--- config.mk ---
export PLATFORM = sky130hd
export DESIGN_NAME = cgf_isqrt
export DESIGN_NICKNAME = d
export VERILOG_FILES = /design/src/design/cgf_pkg.sv /design/src/design/cgf_isqrt.sv
export SDC_FILE = /design/constraint.sdc
export NUM_CORES = 2
export LEC_CHECK = 0
export BUFFER_PORTS_ARGS = -buffer_cell sky130_fd_sc_hd__buf_2
export CAP_MARGIN = 5
export CORE_ASPECT_RATIO = 1.2
export CORE_MARGIN = 10
export CORE_UTILIZATION = 30
export DETAILED_ROUTE_END_ITERATION = 12
export SYNTH_ARGS = -nofsm -noshare
export SYNTH_HDL_FRONTEND = slang
export SYNTH_SLANG_ARGS = --single-unit
export TNS_END_PERCENT = 1
--- constraint.sdc ---
create_clock -name clk -period 7.06 [get_ports clk]
set_clock_uncertainty 0.2 [all_clocks]
set_input_delay 0 -clock clk [delete_from_list [all_inputs] [get_ports clk]]
set_output_delay 0 -clock clk [all_outputs]
set_load 0.02 [all_outputs]
--- src/design/cgf_pkg.sv ---
package cgf_pkg;

  localparam int DIV_STEPS  = 77;
  localparam int Q_W        = 77;
  localparam int S_W        = 66;
  localparam int NUM_W      = 96;
  localparam int FM_W       = 78;
  localparam int U_W        = 31;
  localparam int SQRT_STEPS = 31;
  localparam int SQRT_IN_W  = 61;
  localparam int SQ_REM_W   = 32;
  localparam int CHUNK_W    = 26;
  localparam int PP_W       = CHUNK_W + U_W;
  localparam int MAG_W      = 79;
  localparam int FORCE_W    = 48;
  localparam int SCALE_STAGES = 3;
  localparam int SB_LEN     = DIV_STEPS + SQRT_STEPS + SCALE_STAGES;
  localparam int CFG_IDX_W  = 3;

  localparam logic [CFG_IDX_W-1:0] REG_CENTRAL_X   = 3'd0;
  localparam logic [CFG_IDX_W-1:0] REG_CENTRAL_Y   = 3'd1;
  localparam logic [CFG_IDX_W-1:0] REG_CENTRAL_Z   = 3'd2;
  localparam logic [CFG_IDX_W-1:0] REG_CENTRAL_M   = 3'd3;
  localparam logic [CFG_IDX_W-1:0] REG_GRAVITY_K   = 3'd4;
  localparam logic [CFG_IDX_W-1:0] REG_CENTRAL_ID  = 3'd5;

  localparam logic [MAG_W-1:0] SAT_POS_M = MAG_W'(48'h7FFF_FFFF_FFFF);
  localparam logic [MAG_W-1:0] SAT_NEG_M = MAG_W'(48'h8000_0000_0000);
  localparam logic [FM_W-1:0]  FM_CLAMP  = {1'b1, {(FM_W-1){1'b0}}};

  typedef struct packed {
    logic [15:0] id;
    logic        skip;
    logic        coinc;
    logic        ovf;
    logic [2:0]  neg;
  } sideband_t;

  function automatic logic [FORCE_W-1:0] sat_force(input logic [MAG_W-1:0] mag,
                                                   input logic neg);
    logic [FORCE_W-1:0] m;
    if (neg) begin
      m = (mag > SAT_NEG_M) ? SAT_NEG_M[FORCE_W-1:0] : mag[FORCE_W-1:0];
      return FORCE_W'(~m + 1'b1);
    end else begin
      m = (mag > SAT_POS_M) ? SAT_POS_M[FORCE_W-1:0] : mag[FORCE_W-1:0];
      return m;
    end
  endfunction

endpackage

--- src/design/cgf_isqrt.sv ---
module cgf_isqrt
  import cgf_pkg::*;
(
  input  logic                 clk,
  input  logic                 en,
  input  logic [SQRT_IN_W-1:0] x,
  output logic [U_W-1:0]       root
);

  logic [SQ_REM_W-1:0]    rem_r [SQRT_STEPS];
  logic [U_W-1:0]         res_r [SQRT_STEPS];
  logic [2*U_W-1:0]       xs_r  [SQRT_STEPS];

  for (genvar j = 0; j < SQRT_STEPS; j++) begin : g_step
    logic [SQ_REM_W-1:0] rem_j;
    logic [U_W-1:0]      res_j;
    logic [2*U_W-1:0]    xs_j;
    logic [SQ_REM_W+1:0] r2;
    logic [SQ_REM_W+1:0] trial;
    logic [SQ_REM_W+1:0] diff;
    logic                ge;

    if (j == 0) begin : g_first
      assign rem_j = '0;
      assign res_j = '0;
      assign xs_j  = {1'b0, x};
    end else begin : g_rest
      assign rem_j = rem_r[j-1];
      assign res_j = res_r[j-1];
      assign xs_j  = xs_r[j-1];
    end

    assign r2    = {rem_j, xs_j[2*U_W-1 -: 2]};
    assign trial = {1'b0, res_j, 2'b01};
    assign ge    = r2 >= trial;
    assign diff  = r2 - trial;

    always_ff @(posedge clk) begin
      if (en) begin
        rem_r[j] <= ge ? diff[SQ_REM_W-1:0] : r2[SQ_REM_W-1:0];
        res_r[j] <= {res_j[U_W-2:0], ge};
        xs_r[j]  <= {xs_j[2*U_W-3:0], 2'b00};
      end
    end
  end

  assign root = res_r[SQRT_STEPS-1];

endmodule

==> metrics <==
H-tree Lvls=4; Ports=94; Post-layout nets=9,280; number of synthesis warnings=0; Worst Hold Class=in2reg; number of global-route vias before repair=approximately 66,000; Multi-input gate area=35,500 um2; fmax=214 MHz; initial antenna violation count=3; setup TNS=0 ns; async set or reset register ratio after synthesis=0; Worst-Skew Late Latency=about 0.94 ns; Slowest cell on crit path=a21oi_4; Avg Cell Area, Syn=around 13 um2; Max-slew headroom=0.0803; Sequential Area=~70,000 um2; Total Wirelength=220 mm; post-route clock period utilization=0.662; fillers=about 35,000; Die Y=679 um; commonest register cell after synthesis=edfxtp_1; largest net degree at the start of global routing=approximately 180; Comb power frac=0.204; crit-path cells=ha_1 > nand2_1 > o21bai_1 > a21oi_1 > a221oi_1 > o31ai_1 > o21ai_0 > a21oi_4 > buf_4 > mux2_2; die area=around 390,000 um2; fin util=0.345; initial core utilization=0.302; Post-synth EDFFs=about 2,300; Detail Route Antenna Nets=0; DR vias=64,600; total gr overflow=0; outcome=completed; Die W=roughly 570 um; Power Density=roughly 320 nW/um2; total CTS buffers=approximately 250; Leak=~47 nW; delay of the slowest cell on the worst path=0.71 ns; max cap viols=0; critical path fanouts, max=29; Total GRT Usage=0.109; Mapped Area=approximately 110,000 um2; global-route wire length before repair=about 350 mm; final hold vios=0; share of layout cells above drive strength 1=0.0785; Sw Share=0.283; Max Slew Vio Count=0; sequential share of power=0.474; Max VDD drop=between 0.0002 and 0.00025 V; row cnt=approximately 240; Critical Path RT=7.55 ns; clock root cell=clkbuf_16; clock buffer depth=4; Netlist cell types=85; critical path capture point type=flop; CP Class=reg2reg; final setup vio count=0; minimum clock period=around 4.7 ns; Yosys reg bits=2,332; top cell type's share of synthesized area=0.645; Int Power=roughly 0.028 W; sequential area share after synthesis=0.645; drt via density=4.74; GP Congestion=0.924; Synth area leaders=edfxtp_1 (64%), ha_1 (6.1%), xnor2_1 (3.3%), xor2_1 (2.7%), a21oi_1 (2.6%); port bufs=slightly above 90; routed len/inst=between 15 and 20 um; slew at the pin closest to its max-slew limit=approximately 1.4 ns; 1st-iter DRT viols=between 4,000 and 5,000; P_sw=~0.011 W; CTS Sinks=around 2,300; largest area contributor in the synthesized netlist=edfxtp_1; drt pass-1 iters=6; Area Growth Syn to Fin=14.4%; Worst Path Arrival=5.17 ns; HPWL Detailed=approximately 160 mm; clock power share=0.322; crit path buf inv count=1; Clock Pin Slew Worst Setup and Hold Paths=about 0.060 ns; Cells after Synth=~8,300; DRC errors left=0; Startpoint Class=flop; post-CTS setup buffer count=0; delay-heaviest family, CP=compound AO/OA/AOI/OAI gates; core footprint=360,000 um2; Synthesized Nets=between 8,000 and 9,000; RSZ-0062 raised after global routing=no; CTS tree=yes
final cells by class:
type	count	area share
well taps	4738	0.0477
multi-input cells	5177	0.286
diodes	1	0.0000201
inverters	673	0.0203
repair buffers	263	0.0180
flip-flops and latches	2332	0.564
clock buffers	278	0.0504
clock inverters	177	0.0139
worst paths after layout:
| path | end | depth (start not counted) | start | slack [ns] |
|---|---|---|---|---|
| worst min-delay path | xs_r[0][54] | 3 | x[54] | 0.12 |
| worst min register to register | xs_r[4][22] | 0 | xs_r[3][80] | 0.12 |
| worst max register to register | rem_r[13][4] | 10 | rem_r[12][33] | 2.38 |
| worst max-delay path | rem_r[13][4] | 10 | rem_r[12][33] | 2.38 |
placed cells by master (no fill, tap or decap), drive strengths merged, types with 127 or more instances in the layout:
| cell type | netlist | layout |
|---|---|---|
| ha | 525 | 525 |
| buf | 13 | 137 |
| xor2 | 334 | 334 |
| clkinv | 0 | 127 |
| nand3 | 143 | 143 |
| nor3 | 191 | 191 |
| a21oi | 563 | 563 |
| clkbuf | 147 | 279 |
| nand2 | 472 | 472 |
| edfxtp | 2332 | 2332 |
| a21o | 213 | 213 |
| xnor2 | 411 | 411 |
| o21ai | 359 | 359 |
| nor2 | 576 | 576 |
| inv | 673 | 682 |
Yosys cell counts (20+ instances only):
library cell,instances
and3_1,35
or3_1,95
o21bai_1,51
nand2b_1,92
nand3b_1,23
inv_1,670
nor2_1,576
a21oi_1,563
ha_1,525
nor4_1,102
nand3_1,143
a21boi_0,33
o41ai_1,20
a211oi_1,46
xnor2_1,411
and2_1,30
nand2_1,472
o31ai_1,48
nor3_1,191
or4_1,51
or2_2,39
o21ai_0,347
a31oi_1,51
clkbuf_1,147
nor2b_1,74
nand4_1,98
o211ai_1,29
o21a_1,99
xor2_1,334
mux2_2,121
edfxtp_1,2332
a21o_1,213
worst reg2reg max path, stage by stage (launching register included):
cell	delay, ns
edfxtp_1	0.39
ha_1	0.35
nand2_1	0.17
o21bai_1	0.23
a21oi_1	0.30
a221oi_1	0.20
o31ai_1	0.67
o21ai_0	0.42
a21oi_4	0.71
buf_4	0.40
mux2_2	0.38
registers in the layout (all words and copies together) (netlist names):
register / cells
rem_r: 906
res_r: 496
xs_r: 930
power groups by stage:
stage | clock (W) | sequential (W) | combinational, W
finish | 0.0127 | 0.0186 | 0.00804
global route | 0.0137 | 0.0188 | 0.00902
CTS | 0.0132 | 0.0187 | 0.00805
detailed placement | 0 | 0.0189 | 0.00794
global placement | 0 | 0.0189 | 0.00780
floorplan | 0 | 0.0184 | 0.00596
logic make-up (layout without fill, tap and decap cells):
logic type / count (synthesis) / after routing / share of synthesized area
compound gates: 1678 / 1678 / 0.0965
xor+xnor: 745 / 745 / 0.0601
fa+ha+maj: 525 / 525 / 0.0605
buf+inv: 833 / 1391 / 0.0289
flops: 2332 / 2332 / 0.645
mux: 133 / 133 / 0.0137
other cells: 1 / 2 / 0.0000345
simple gates: 2095 / 2095 / 0.0954
per-layer routing:
metal / up-vias / wire, um / GRT usage
li1: 31700 / - / -
met1: 31000 / 84200 / 0.116
met2: 1342 / 117000 / 0.209
met3: 569 / 7790 / 0.0160
met4: 0 / 11400 / 0.0532
met5: - / 0 / 0
per-stage QoR:
step | hold slack [ns] | cells | power, W | area (um2) | setup WS (ns)
detailed placement | -0.0219 | 13100 | 0.0269 | 115000 | 2.45
CTS | 0.0176 | 13600 | 0.0399 | 124000 | 2.42
finish | 0.118 | 13600 | 0.0394 | 124000 | 2.38
global placement | -0.0240 | 13100 | 0.0267 | 115000 | 2.49
floorplan | -0.101 | 8342 | 0.0244 | 109000 | 3.42
global route | 0.0770 | 13600 | 0.0415 | 124000 | 2.07
timing repair:
item / 4_1_cts / 5_1_grt
resized for setup: 0 / 0
endpoints found under the hold margin: 772 / 0
hold buffers: 125 / 0
No activity file was read; power rests on OpenSTA's default activity.
